==> src/rtl/i2c_write_master_scl_mux_top_macros.svh <==
// Assertion macros for the I2C write master with clock line select.
// Used by the top level; no other dependencies.
`ifndef I2C_WRITE_MASTER_SCL_MUX_TOP_MACROS_SVH
`define I2C_WRITE_MASTER_SCL_MUX_TOP_MACROS_SVH

// same-cycle implication under reset
`define I2CWM_ASSERT_NOW(label, clk, rst_n, ante, cons) \
    label: assert property (@(posedge clk) disable iff (!rst_n) (ante) |-> (cons)) \
        else $error("i2cwm assertion failed");

// next-cycle implication under reset
`define I2CWM_ASSERT_NEXT(label, clk, rst_n, ante, cons) \
    label: assert property (@(posedge clk) disable iff (!rst_n) (ante) |=> (cons)) \
        else $error("i2cwm assertion failed");

`endif

==> src/rtl/i2cwm_pkg.sv <==
// Shared types and constants of the I2C write master with clock line select.
// No dependencies.
package i2cwm_pkg;

    localparam int CLOCK_LINES_DEFAULT = 4;
    localparam int SCL_PORT_W          = 4;
    localparam int QUEUE_DEPTH         = 2;
    localparam int PHASE_W             = 6;
    localparam int START_PHASES        = 3;
    localparam int STOP_PHASES         = 3;
    localparam int BYTE_PHASES         = 35;
    localparam int ACK_FIRST           = 32;

    localparam logic [1:0] CMD_START  = 2'd0;
    localparam logic [1:0] CMD_BYTE   = 2'd1;
    localparam logic [1:0] CMD_STOP   = 2'd2;
    localparam logic [1:0] CMD_SELECT = 2'd3;

    typedef enum logic [1:0] {
        KIND_START,
        KIND_BYTE,
        KIND_STOP,
        KIND_SELECT
    } kind_t;

    typedef struct packed {
        kind_t      kind;
        logic [7:0] data;
        logic       line_ok;
    } desc_t;

endpackage

==> src/rtl/i2cwm_if.sv <==
// Handshake channels of the I2C write master: command items and phase items.
// Depends on nothing.
interface i2cwm_cmd_if;
    logic       valid;
    logic       ready;
    logic [1:0] cmd;
    logic [6:0] target_address;
    logic [7:0] payload_byte;
    logic [7:0] line_choice;

    modport source (output valid, output cmd, output target_address,
                    output payload_byte, output line_choice, input ready);
    modport sink   (input valid, input cmd, input target_address,
                    input payload_byte, input line_choice, output ready);
endinterface

interface i2cwm_phase_if;
    logic       valid;
    logic       ready;
    logic       sda_level;
    logic [3:0] scl_levels;
    logic       ack_sample;
    logic       last;

    modport source (output valid, output sda_level, output scl_levels,
                    output ack_sample, output last, input ready);
    modport sink   (input valid, input sda_level, input scl_levels,
                    input ack_sample, input last, output ready);
endinterface

==> src/rtl/i2cwm_front.sv <==
// Front stage: accepts command items and classifies them into descriptors.
// Depends on i2cwm_pkg and i2cwm_cmd_if.
module i2cwm_front #(
    parameter int CLOCK_LINES = i2cwm_pkg::CLOCK_LINES_DEFAULT
) (
    input  logic               clk,
    input  logic               rst_n,
    i2cwm_cmd_if.sink          cmd_chan,
    output logic               desc_valid,
    input  logic               desc_ready,
    output i2cwm_pkg::desc_t   desc
);

    logic             valid_reg;
    logic             valid_next;
    i2cwm_pkg::desc_t desc_reg;
    i2cwm_pkg::desc_t desc_next;
    logic             take;

    assign cmd_chan.ready = !valid_reg || desc_ready;
    assign take           = cmd_chan.valid && cmd_chan.ready;
    assign desc_valid     = valid_reg;
    assign desc           = desc_reg;

    always_comb
    begin
        desc_next         = desc_reg;
        desc_next.line_ok = (cmd_chan.line_choice != 8'd0) &&
                            (cmd_chan.line_choice <= 8'(CLOCK_LINES));
        case (cmd_chan.cmd)
            i2cwm_pkg::CMD_START:
            begin
                desc_next.kind = i2cwm_pkg::KIND_START;
                desc_next.data = {cmd_chan.target_address, 1'b0};
            end
            i2cwm_pkg::CMD_BYTE:
            begin
                desc_next.kind = i2cwm_pkg::KIND_BYTE;
                desc_next.data = cmd_chan.payload_byte;
            end
            i2cwm_pkg::CMD_STOP:
            begin
                desc_next.kind = i2cwm_pkg::KIND_STOP;
                desc_next.data = 8'd0;
            end
            default:
            begin
                desc_next.kind = i2cwm_pkg::KIND_SELECT;
                desc_next.data = cmd_chan.line_choice;
            end
        endcase
    end

    always_comb
    begin
        valid_next = valid_reg;
        if (take)
        begin
            valid_next = 1'b1;
        end
        else if (desc_ready)
        begin
            valid_next = 1'b0;
        end
    end

    always_ff @(posedge clk or negedge rst_n)
    begin
        if (!rst_n)
        begin
            valid_reg <= 1'b0;
        end
        else
        begin
            valid_reg <= valid_next;
        end
    end

    always_ff @(posedge clk)
    begin
        if (take)
        begin
            desc_reg <= desc_next;
        end
    end

endmodule

==> src/rtl/i2cwm_queue.sv <==
// Short descriptor queue between the front stage and the phase sequencer.
// Depends on i2cwm_pkg.
module i2cwm_queue (
    input  logic             clk,
    input  logic             rst_n,
    input  logic             push_valid,
    output logic             push_ready,
    input  i2cwm_pkg::desc_t push_desc,
    output logic             pop_valid,
    input  logic             pop_ready,
    output i2cwm_pkg::desc_t pop_desc
);

    localparam int DEPTH = i2cwm_pkg::QUEUE_DEPTH;
    localparam int PTR_W = (DEPTH > 1) ? $clog2(DEPTH) : 1;
    localparam int CNT_W = $clog2(DEPTH + 1);

    i2cwm_pkg::desc_t mem [DEPTH];
    logic [PTR_W-1:0] wr_ptr_reg;
    logic [PTR_W-1:0] wr_ptr_next;
    logic [PTR_W-1:0] rd_ptr_reg;
    logic [PTR_W-1:0] rd_ptr_next;
    logic [CNT_W-1:0] count_reg;
    logic [CNT_W-1:0] count_next;
    logic             push;
    logic             pop;

    assign push_ready = count_reg != CNT_W'(DEPTH);
    assign pop_valid  = count_reg != '0;
    assign push       = push_valid && push_ready;
    assign pop        = pop_valid && pop_ready;
    assign pop_desc   = mem[rd_ptr_reg];

    always_comb
    begin
        wr_ptr_next = wr_ptr_reg;
        rd_ptr_next = rd_ptr_reg;
        count_next  = count_reg;
        if (push)
        begin
            wr_ptr_next = (wr_ptr_reg == PTR_W'(DEPTH - 1)) ? '0 : wr_ptr_reg + 1'b1;
        end
        if (pop)
        begin
            rd_ptr_next = (rd_ptr_reg == PTR_W'(DEPTH - 1)) ? '0 : rd_ptr_reg + 1'b1;
        end
        if (push && !pop)
        begin
            count_next = count_reg + 1'b1;
        end
        else if (pop && !push)
        begin
            count_next = count_reg - 1'b1;
        end
    end

    always_ff @(posedge clk or negedge rst_n)
    begin
        if (!rst_n)
        begin
            wr_ptr_reg <= '0;
            rd_ptr_reg <= '0;
            count_reg  <= '0;
        end
        else
        begin
            wr_ptr_reg <= wr_ptr_next;
            rd_ptr_reg <= rd_ptr_next;
            count_reg  <= count_next;
        end
    end

    always_ff @(posedge clk)
    begin
        if (push)
        begin
            mem[wr_ptr_reg] <= push_desc;
        end
    end

endmodule

==> src/rtl/i2cwm_back.sv <==
// Phase sequencer: walks each descriptor through its bus phases, holds the
// pin state and the selected clock line. Depends on i2cwm_pkg, i2cwm_phase_if.
module i2cwm_back #(
    parameter int CLOCK_LINES = i2cwm_pkg::CLOCK_LINES_DEFAULT
) (
    input  logic             clk,
    input  logic             rst_n,
    input  logic             desc_valid,
    output logic             desc_ready,
    input  i2cwm_pkg::desc_t desc,
    i2cwm_phase_if.source    phase_chan
);

    localparam int LINE_W = (CLOCK_LINES > 1) ? $clog2(CLOCK_LINES) : 1;
    localparam int PW     = i2cwm_pkg::PHASE_W;

    logic                   busy_reg;
    logic                   busy_next;
    i2cwm_pkg::desc_t       cur_reg;
    i2cwm_pkg::desc_t       cur_next;
    logic [PW-1:0]          phase_reg;
    logic [PW-1:0]          phase_next;
    logic [CLOCK_LINES-1:0] scl_reg;
    logic [CLOCK_LINES-1:0] scl_next;
    logic                   sda_reg;
    logic                   sda_next;
    logic [LINE_W-1:0]      line_reg;
    logic [LINE_W-1:0]      line_next;
    logic                   out_valid_reg;
    logic                   out_valid_next;
    logic                   out_sda_reg;
    logic [3:0]             out_scl_reg;
    logic [3:0]             out_scl_next;
    logic                   out_ack_reg;
    logic                   out_last_reg;

    logic                   emit;
    logic                   pop;
    logic [PW-1:0]          bp;
    logic                   bit_val;
    logic                   in_byte;
    logic                   drive_low;
    logic                   drive_high;
    logic                   sda_load;
    logic                   sda_val;
    logic                   ack;
    logic                   fin;
    logic [CLOCK_LINES-1:0] mask;
    logic [CLOCK_LINES-1:0] scl_new;
    logic                   sda_new;

    assign emit       = busy_reg && (!out_valid_reg || phase_chan.ready);
    assign pop        = desc_valid && (!busy_reg || (emit && fin));
    assign desc_ready = !busy_reg || (emit && fin);

    assign bp      = (cur_reg.kind == i2cwm_pkg::KIND_START) ?
                     phase_reg - PW'(i2cwm_pkg::START_PHASES) : phase_reg;
    assign bit_val = cur_reg.data[~bp[4:2]];
    assign in_byte = (cur_reg.kind == i2cwm_pkg::KIND_BYTE) ||
                     ((cur_reg.kind == i2cwm_pkg::KIND_START) &&
                      (phase_reg >= PW'(i2cwm_pkg::START_PHASES)));

    always_comb
    begin
        drive_low  = 1'b0;
        drive_high = 1'b0;
        sda_load   = 1'b0;
        sda_val    = 1'b1;
        ack        = 1'b0;
        fin        = 1'b0;
        case (cur_reg.kind)
            i2cwm_pkg::KIND_STOP:
            begin
                fin = phase_reg == PW'(i2cwm_pkg::STOP_PHASES - 1);
                case (phase_reg[1:0])
                    2'd0:
                    begin
                        drive_low = 1'b1;
                        sda_load  = 1'b1;
                        sda_val   = 1'b0;
                    end
                    2'd1:    drive_high = 1'b1;
                    default: sda_load   = 1'b1;
                endcase
            end
            i2cwm_pkg::KIND_SELECT:
            begin
                drive_low = 1'b1;
                fin       = 1'b1;
            end
            default:
            begin
                if (!in_byte)
                begin
                    case (phase_reg[1:0])
                        2'd0:
                        begin
                            drive_high = 1'b1;
                            sda_load   = 1'b1;
                        end
                        2'd1:
                        begin
                            sda_load = 1'b1;
                            sda_val  = 1'b0;
                        end
                        default: drive_low = 1'b1;
                    endcase
                end
                else if (bp < PW'(i2cwm_pkg::ACK_FIRST))
                begin
                    case (bp[1:0])
                        2'd1:
                        begin
                            sda_load = 1'b1;
                            sda_val  = bit_val;
                        end
                        2'd2:    drive_high = 1'b1;
                        default: drive_low  = 1'b1;
                    endcase
                end
                else
                begin
                    fin = bp == PW'(i2cwm_pkg::BYTE_PHASES - 1);
                    if (bp == PW'(i2cwm_pkg::ACK_FIRST))
                    begin
                        drive_low = 1'b1;
                        sda_load  = 1'b1;
                    end
                    else if (bp == PW'(i2cwm_pkg::ACK_FIRST + 1))
                    begin
                        drive_high = 1'b1;
                        ack        = 1'b1;
                    end
                    else
                    begin
                        drive_low = 1'b1;
                    end
                end
            end
        endcase
    end

    always_comb
    begin
        mask           = '0;
        mask[line_reg] = 1'b1;
        scl_new        = scl_reg;
        if (drive_low)
        begin
            scl_new = scl_reg & ~mask;
        end
        else if (drive_high)
        begin
            scl_new = scl_reg | mask;
        end
        sda_new = sda_load ? sda_val : sda_reg;
    end

    generate
        for (genvar i = 0; i < 4; i++)
        begin : g_scl_out
            if (i < CLOCK_LINES)
            begin : g_used
                assign out_scl_next[i] = scl_new[i];
            end
            else
            begin : g_unused
                assign out_scl_next[i] = 1'b0;
            end
        end
    endgenerate

    always_comb
    begin
        busy_next      = busy_reg;
        cur_next       = cur_reg;
        phase_next     = phase_reg;
        scl_next       = scl_reg;
        sda_next       = sda_reg;
        line_next      = line_reg;
        out_valid_next = out_valid_reg;
        if (phase_chan.ready)
        begin
            out_valid_next = 1'b0;
        end
        if (emit)
        begin
            out_valid_next = 1'b1;
            scl_next       = scl_new;
            sda_next       = sda_new;
            phase_next     = phase_reg + 1'b1;
            if ((cur_reg.kind == i2cwm_pkg::KIND_SELECT) && cur_reg.line_ok)
            begin
                line_next = LINE_W'(cur_reg.data - 8'd1);
            end
            if (fin)
            begin
                busy_next = 1'b0;
            end
        end
        if (pop)
        begin
            busy_next  = 1'b1;
            cur_next   = desc;
            phase_next = '0;
        end
    end

    always_ff @(posedge clk or negedge rst_n)
    begin
        if (!rst_n)
        begin
            busy_reg      <= 1'b0;
            phase_reg     <= '0;
            scl_reg       <= '1;
            sda_reg       <= 1'b1;
            line_reg      <= '0;
            out_valid_reg <= 1'b0;
        end
        else
        begin
            busy_reg      <= busy_next;
            phase_reg     <= phase_next;
            scl_reg       <= scl_next;
            sda_reg       <= sda_next;
            line_reg      <= line_next;
            out_valid_reg <= out_valid_next;
        end
    end

    always_ff @(posedge clk)
    begin
        cur_reg <= cur_next;
        if (emit)
        begin
            out_sda_reg  <= sda_new;
            out_scl_reg  <= out_scl_next;
            out_ack_reg  <= ack;
            out_last_reg <= fin;
        end
    end

    assign phase_chan.valid      = out_valid_reg;
    assign phase_chan.sda_level  = out_sda_reg;
    assign phase_chan.scl_levels = out_scl_reg;
    assign phase_chan.ack_sample = out_ack_reg;
    assign phase_chan.last       = out_last_reg;

endmodule

==> src/rtl/i2c_write_master_scl_mux_top.sv <==
// Path: front register, queue, descriptor register, then the phase output register.
// Throughput: one phase item per cycle from the phase sequencer while phase_chan is
// ready; phases per command: 38 start+address, 35 byte, 3 stop, 1 select.
// Commands are taken back to back while the two-entry queue has room.
// Reset (async, active low): all clock lines and SDA released, line 1 selected.
module i2c_write_master_scl_mux_top #(
    parameter int CLOCK_LINES = i2cwm_pkg::CLOCK_LINES_DEFAULT
) (
    input  logic          clk,
    input  logic          rst_n,
    i2cwm_cmd_if.sink     cmd_chan,
    i2cwm_phase_if.source phase_chan
);

`include "i2c_write_master_scl_mux_top_macros.svh"

    logic             f_valid;
    logic             f_ready;
    i2cwm_pkg::desc_t f_desc;
    logic             q_valid;
    logic             q_ready;
    i2cwm_pkg::desc_t q_desc;

    i2cwm_front #(
        .CLOCK_LINES (CLOCK_LINES)
    ) u_front (
        .clk        (clk),
        .rst_n      (rst_n),
        .cmd_chan   (cmd_chan),
        .desc_valid (f_valid),
        .desc_ready (f_ready),
        .desc       (f_desc)
    );

    i2cwm_queue u_queue (
        .clk        (clk),
        .rst_n      (rst_n),
        .push_valid (f_valid),
        .push_ready (f_ready),
        .push_desc  (f_desc),
        .pop_valid  (q_valid),
        .pop_ready  (q_ready),
        .pop_desc   (q_desc)
    );

    i2cwm_back #(
        .CLOCK_LINES (CLOCK_LINES)
    ) u_back (
        .clk        (clk),
        .rst_n      (rst_n),
        .desc_valid (q_valid),
        .desc_ready (q_ready),
        .desc       (q_desc),
        .phase_chan (phase_chan)
    );

    `I2CWM_ASSERT_NOW(a_ack_released, clk, rst_n, phase_chan.valid && phase_chan.ack_sample, phase_chan.sda_level && !phase_chan.last)
    `I2CWM_ASSERT_NEXT(a_front_loaded, clk, rst_n, cmd_chan.valid && cmd_chan.ready, f_valid)
    `I2CWM_ASSERT_NEXT(a_front_holds, clk, rst_n, f_valid && !f_ready, f_valid && $stable(f_desc))

endmodule

==> src/flat_wrapper.sv <==
// flat-port wrapper written by rule: the top's interface ports become plain ports
module i2c_write_master_scl_mux_top_flat 
#(
    parameter int CLOCK_LINES = i2cwm_pkg::CLOCK_LINES_DEFAULT
)
  (clk, rst_n, cmd_chan_valid, cmd_chan_cmd, cmd_chan_target_address, cmd_chan_payload_byte, cmd_chan_line_choice, cmd_chan_ready, phase_chan_valid, phase_chan_sda_level, phase_chan_scl_levels, phase_chan_ack_sample, phase_chan_last, phase_chan_ready);
  i2cwm_cmd_if cmd_chan_i ();
  i2cwm_phase_if phase_chan_i ();
  input  logic clk;
  input  logic rst_n;
  input wire logic [$bits(cmd_chan_i.valid)-1:0] cmd_chan_valid;
  input wire logic [$bits(cmd_chan_i.cmd)-1:0] cmd_chan_cmd;
  input wire logic [$bits(cmd_chan_i.target_address)-1:0] cmd_chan_target_address;
  input wire logic [$bits(cmd_chan_i.payload_byte)-1:0] cmd_chan_payload_byte;
  input wire logic [$bits(cmd_chan_i.line_choice)-1:0] cmd_chan_line_choice;
  output wire logic [$bits(cmd_chan_i.ready)-1:0] cmd_chan_ready;
  output wire logic [$bits(phase_chan_i.valid)-1:0] phase_chan_valid;
  output wire logic [$bits(phase_chan_i.sda_level)-1:0] phase_chan_sda_level;
  output wire logic [$bits(phase_chan_i.scl_levels)-1:0] phase_chan_scl_levels;
  output wire logic [$bits(phase_chan_i.ack_sample)-1:0] phase_chan_ack_sample;
  output wire logic [$bits(phase_chan_i.last)-1:0] phase_chan_last;
  input wire logic [$bits(phase_chan_i.ready)-1:0] phase_chan_ready;
  assign cmd_chan_i.valid = cmd_chan_valid;
  assign cmd_chan_i.cmd = cmd_chan_cmd;
  assign cmd_chan_i.target_address = cmd_chan_target_address;
  assign cmd_chan_i.payload_byte = cmd_chan_payload_byte;
  assign cmd_chan_i.line_choice = cmd_chan_line_choice;
  assign cmd_chan_ready = cmd_chan_i.ready;
  assign phase_chan_valid = phase_chan_i.valid;
  assign phase_chan_sda_level = phase_chan_i.sda_level;
  assign phase_chan_scl_levels = phase_chan_i.scl_levels;
  assign phase_chan_ack_sample = phase_chan_i.ack_sample;
  assign phase_chan_last = phase_chan_i.last;
  assign phase_chan_i.ready = phase_chan_ready;
  i2c_write_master_scl_mux_top #(.CLOCK_LINES(CLOCK_LINES)) u_core (.clk(clk), .rst_n(rst_n), .cmd_chan(cmd_chan_i), .phase_chan(phase_chan_i));
endmodule
==> config.mk <==
export PLATFORM = sky130hd
export DESIGN_NAME = i2c_write_master_scl_mux_top_flat
export DESIGN_NICKNAME = d
export VERILOG_FILES = /design/src/rtl/i2cwm_pkg.sv /design/src/rtl/i2cwm_if.sv /design/src/rtl/i2cwm_front.sv /design/src/rtl/i2cwm_queue.sv /design/src/rtl/i2cwm_back.sv /design/src/rtl/i2c_write_master_scl_mux_top.sv /design/src/flat_wrapper.sv
export VERILOG_INCLUDE_DIRS = /design/src /design/src/rtl
export SDC_FILE = /design/constraint.sdc
export NUM_CORES = 1
export LEC_CHECK = 0
export ABC_AREA = 1
export BUFFER_PORTS_ARGS = -buffer_cell sky130_fd_sc_hd__buf_2
export CAP_MARGIN = 20
export CORE_ASPECT_RATIO = 0.9
export CORE_MARGIN = 2
export CORE_UTILIZATION = 60
export DETAILED_ROUTE_END_ITERATION = 7
export PLACE_DENSITY = 0.81
export SETUP_SLACK_MARGIN = 0.1
export SLEW_MARGIN = 25
export SYNTH_ARGS = -nofsm -noshare
export SYNTH_HDL_FRONTEND = slang
export SYNTH_SLANG_ARGS = --single-unit
==> constraint.sdc <==
create_clock -name clk -period 7.2 [get_ports clk]
set_input_delay 0.36 -clock clk [delete_from_list [all_inputs] [get_ports clk]]
set_output_delay 0.36 -clock clk [all_outputs]
set_load 0.03 [all_outputs]
==> reports/qor.yml <==
grt_pass1_wl_mm: 10.6
detailedRoute.firstPassIterationCount: 4
path_max_fanout: 12
critical-path-slowest-cell: "sky130_fd_sc_hd__edfxtp_1"
clkTransAtPathRegs_ns: 0.07
num_io_pins: 38
relSlewSlack_pct: 39.9
crit_path_start_kind: "register"
min_from: "cmd_chan_valid"
post_synth_num_cell_types: 28
grt_util_all_layers_pct: 21.1
die_x_um: 83.9
cellPowerDensity_mw_per_mm2: 468
synth.yosys.seq_area_share_pct: 59.1
clock_power_share_pct: 19.1
global_route.overflow_total: 0
route.antenna.remaining_nets: 0
hold_path.class: "in2reg"
worst_ir_drop_vdd_uv: 276
syn_inst_count: 378
grt_pass1_vias: 2549
crit_path_arrival_time_ns: 3.09
n_antenna_cell: 0
internal_power_mw: 1.09
synth_area_mm2: 0.00345
status: "finished, final reports clean"
stdcell_area_mm2: 0.00392
fill_cells: 402
dp_worst_setup_slack_ns: 4.38
layout_setup_ws_ns: 4.33
area_delta_synth_final_pct: 13.6
crit_path_cells: "nor2_2 > nand2_1 > nor2_1 > nand2_1 > a21oi_2 > nand4_1 > nand2_1 > nand2_2 > nand2_2 > nand2_1 > ha_1 > a21oi_1 > o21ai_0 > xor2_1"
worst_slew_pin_slew_ns: 0.899
fp.dieArea_mm2: 0.00637
finalCriticalPeriod_ns: 2.87
detailed_place_hpwl_mm: 4.45
p_comb_share_pct: 40.7
totalWireLength_mm: 5.97
drv.max_cap_violation_count: 0
setup.worst_path.end_class: "register"
timing.fmax_mhz: 348
cts_tree: "done"
critical_path.max_stage_delay_ns: 0.48
totalNegativeSetupSlack_ns: 0
power_frac_seq_pct: 40.2
detailedRoute.firstIterationViolations: 120
postSynthNetCount: 415
nets: 457
worstSkewPairLatency_ns: 0.34
drive_gt1_share_pct: 16.2
routabilityCongestion: 0.879
rsz0062_at_grt: "false"
power.leakage_nw: 1.85
post-route-drc-count: 0
postSynthRegisterBits: 71
cts-htree-levels: 3
p_total_mw: 1.84
number_of_failing_setup_endpoints_in_the_final_timing_report: 0
switching_power_mw: 0.750
switching_share_of_total_power_pct: 40.9
routed-via-count: 2517
place_area_mm2: 0.00369
die_height_um: 75.9
placeableCoreArea_mm2: 0.00563
synth_area_per_cell_um2: 9.13
wire_per_inst_um: 12.1
largest_register_ff_count: 22
timing.rr.start: "u_core.u_back.cur_reg[10]$_DFFE_PP_"
critical_path_required_ns: 7.41
tritoncts.num_buffers: 9
fp-row-count: 26
final.setup_skew_ns: 0.00857
critPathKind: "reg2reg"
floorplan.initialDensity_pct: 61.3
vias_per_cell: 5.08
hold_viol: 0
critical_path.n_buffers_inverters: 0
cts-root-to-sink-buffers: 2
cp-startpoint: "u_core.u_back.cur_reg[10]$_DFFE_PP_"
cts_root_buffer: "sky130_fd_sc_hd__clkbuf_8"
cpMostUsedCell: "sky130_fd_sc_hd__nand2_1"
ys.warnings.count: 0
critical-path-top-delay-family: "simple AND/OR/NAND/NOR gates"
number_of_sinks_handled_by_clock_tree_synthesis: 71
post-route-period-util_pct: 39.9
grt_antenna_before_repair: 0
finalMaxSlewViolations: 0
pin_count_of_the_biggest_net_entering_global_routing: 21
placement.io_buffers: 37
## synthesized netlist by cell type
master | count | share of area (%)
sky130_fd_sc_hd__nand2_1 | 138 | 15
sky130_fd_sc_hd__edfxtp_1 | 51 | 44
sky130_fd_sc_hd__inv_1 | 48 | 5.2
sky130_fd_sc_hd__nand3_1 | 34 | 4.9
sky130_fd_sc_hd__nor2_1 | 26 | 2.8
sky130_fd_sc_hd__dfrtp_1 | 15 | 11
sky130_fd_sc_hd__o21ai_0 | 9 | 1.3
sky130_fd_sc_hd__ha_1 | 8 | 2.9
sky130_fd_sc_hd__nand4_1 | 6 | 1.1
sky130_fd_sc_hd__xor2_1 | 6 | 1.5
sky130_fd_sc_hd__clkbuf_1 | 5 | 0.54
sky130_fd_sc_hd__dfstp_2 | 5 | 3.8
sky130_fd_sc_hd__nand2_2 | 4 | 0.73
sky130_fd_sc_hd__a21oi_1 | 3 | 0.43
sky130_fd_sc_hd__nor2_2 | 3 | 0.54
sky130_fd_sc_hd__nor3_1 | 3 | 0.43
sky130_fd_sc_hd__o211ai_1 | 3 | 0.65
sky130_fd_sc_hd__a21boi_4 | 1 | 0.54
sky130_fd_sc_hd__a21oi_2 | 1 | 0.25
sky130_fd_sc_hd__a22o_1 | 1 | 0.25
sky130_fd_sc_hd__buf_2 | 1 | 0.14
sky130_fd_sc_hd__buf_6 | 1 | 0.33
sky130_fd_sc_hd__inv_2 | 1 | 0.11
sky130_fd_sc_hd__nand3_2 | 1 | 0.29
sky130_fd_sc_hd__nor4_1 | 1 | 0.18
sky130_fd_sc_hd__o21ai_2 | 1 | 0.25
sky130_fd_sc_hd__or2_0 | 1 | 0.18
sky130_fd_sc_hd__xnor2_1 | 1 | 0.25
## per-layer routing
layer | up-vias | routed length, um | global-route usage (%)
met4 | 0 | 95 | 7.10
met3 | 11 | 273 | 7.08
met2 | 71 | 3160 | 38.2
met5 | - | 0 | 0
met1 | 1137 | 2450 | 23.2
li1 | 1298 | - | -
## final cells by class
class / count / area (um2) / share of cell area [%]
inverter: 49 / 184 / 4.69
clock buffer: 10 / 128 / 3.26
sequential: 71 / 2040 / 52.0
multi-input combinational: 251 / 1190 / 30.5
tap: 70 / 87.6 / 2.23
timing repair buffer: 38 / 195 / 4.98
clock inverter: 6 / 92.6 / 2.36
## power groups by stage
stage	Clock [mW]	Combinational (mW)	Sequential, mW
final	0.351	0.746	0.738
after global routing	0.374	0.861	0.759
after CTS	0.358	0.751	0.737
after detailed placement	0	0.746	0.745
after global placement	0	0.730	0.737
after floorplan	0	0.558	0.763
## layout by cell type (no fill, tap or decap)
master,n
sky130_fd_sc_hd__edfxtp_1,51
sky130_fd_sc_hd__o211ai_1,3
sky130_fd_sc_hd__or2_0,1
sky130_fd_sc_hd__clkinvlp_4,2
sky130_fd_sc_hd__buf_2,37
sky130_fd_sc_hd__xnor2_1,1
sky130_fd_sc_hd__inv_2,1
sky130_fd_sc_hd__nor4_1,1
sky130_fd_sc_hd__a22o_1,1
sky130_fd_sc_hd__clkbuf_8,9
sky130_fd_sc_hd__nand3_1,34
sky130_fd_sc_hd__nand2_1,138
sky130_fd_sc_hd__a21boi_4,1
sky130_fd_sc_hd__o21ai_0,9
sky130_fd_sc_hd__dlygate4sd3_1,1
sky130_fd_sc_hd__nor3_1,3
sky130_fd_sc_hd__dfstp_2,5
sky130_fd_sc_hd__nor2_2,3
sky130_fd_sc_hd__nand3_2,1
sky130_fd_sc_hd__inv_6,2
sky130_fd_sc_hd__xor2_1,6
sky130_fd_sc_hd__o21ai_2,1
sky130_fd_sc_hd__dfrtp_1,15
sky130_fd_sc_hd__bufinv_16,2
sky130_fd_sc_hd__nand4_1,6
sky130_fd_sc_hd__a21oi_1,3
sky130_fd_sc_hd__inv_1,48
sky130_fd_sc_hd__clkbuf_1,1
sky130_fd_sc_hd__nand2_2,4
sky130_fd_sc_hd__nor2_1,26
sky130_fd_sc_hd__a21oi_2,1
sky130_fd_sc_hd__ha_1,8
## worst register-to-register path: stages (launching register included)
cell	delay, ns
sky130_fd_sc_hd__edfxtp_1	0.48
sky130_fd_sc_hd__nor2_2	0.43
sky130_fd_sc_hd__nand2_1	0.16
sky130_fd_sc_hd__nor2_1	0.12
sky130_fd_sc_hd__nand2_1	0.10
sky130_fd_sc_hd__a21oi_2	0.18
sky130_fd_sc_hd__nand4_1	0.12
sky130_fd_sc_hd__nand2_1	0.12
sky130_fd_sc_hd__nand2_2	0.09
sky130_fd_sc_hd__nand2_2	0.11
sky130_fd_sc_hd__nand2_1	0.08
sky130_fd_sc_hd__ha_1	0.34
sky130_fd_sc_hd__a21oi_1	0.14
sky130_fd_sc_hd__o21ai_0	0.13
sky130_fd_sc_hd__xor2_1	0.16
## metrics by stage
step | hold slack [ns] | cells | utilization, %
after global routing | 0.219 | 495 | 69.6
after CTS | 0.215 | 495 | 69.6
after global placement | 0.335 | 478 | 65.5
after detailed placement | 0.348 | 478 | 65.5
after floorplan | 0.0644 | 378 | -
final | 0.232 | 495 | 69.6
## path summary, 6_finish.rpt
| kind | to | slack, ns | cells past startpoint |
|---|---|---|---|
| max | u_core.u_queue.count_reg[1]$_DFFE_PN0P_ | 4.33 | 14 |
| min | u_core.u_front.desc_valid$_DFFE_PN0P_ | 0.23 | 3 |
| max reg2reg | u_core.u_queue.count_reg[1]$_DFFE_PN0P_ | 4.33 | 14 |
| min reg2reg | u_core.u_queue.mem[1][2]$_DFFE_PP_ | 0.45 | 0 |
| max in group asynchronous | u_core.u_back.scl_reg[2]$_DFFE_PN1P_ | 6.34 | 2 |
| min in group asynchronous | u_core.u_back.line_reg[0]$_DFFE_PN0P_ | 0.50 | 2 |
## cells by family after synthesis
family          share of synthesized area [%]
fa+ha+maj                                2.90
compound gates                           3.70
simple gates                             26.2
flops                                    59.1
buf+inv                                  6.34
xor+xnor                                 1.78
## repair_timing
action                                  CTS  global route
setup buffers                             0             0
endpoints found under the hold margin    15             0
resized for setup                         0             0
endpoints found under the setup margin    0             0
hold buffers                              1             0
No activity file was read; power rests on OpenSTA's default activity.
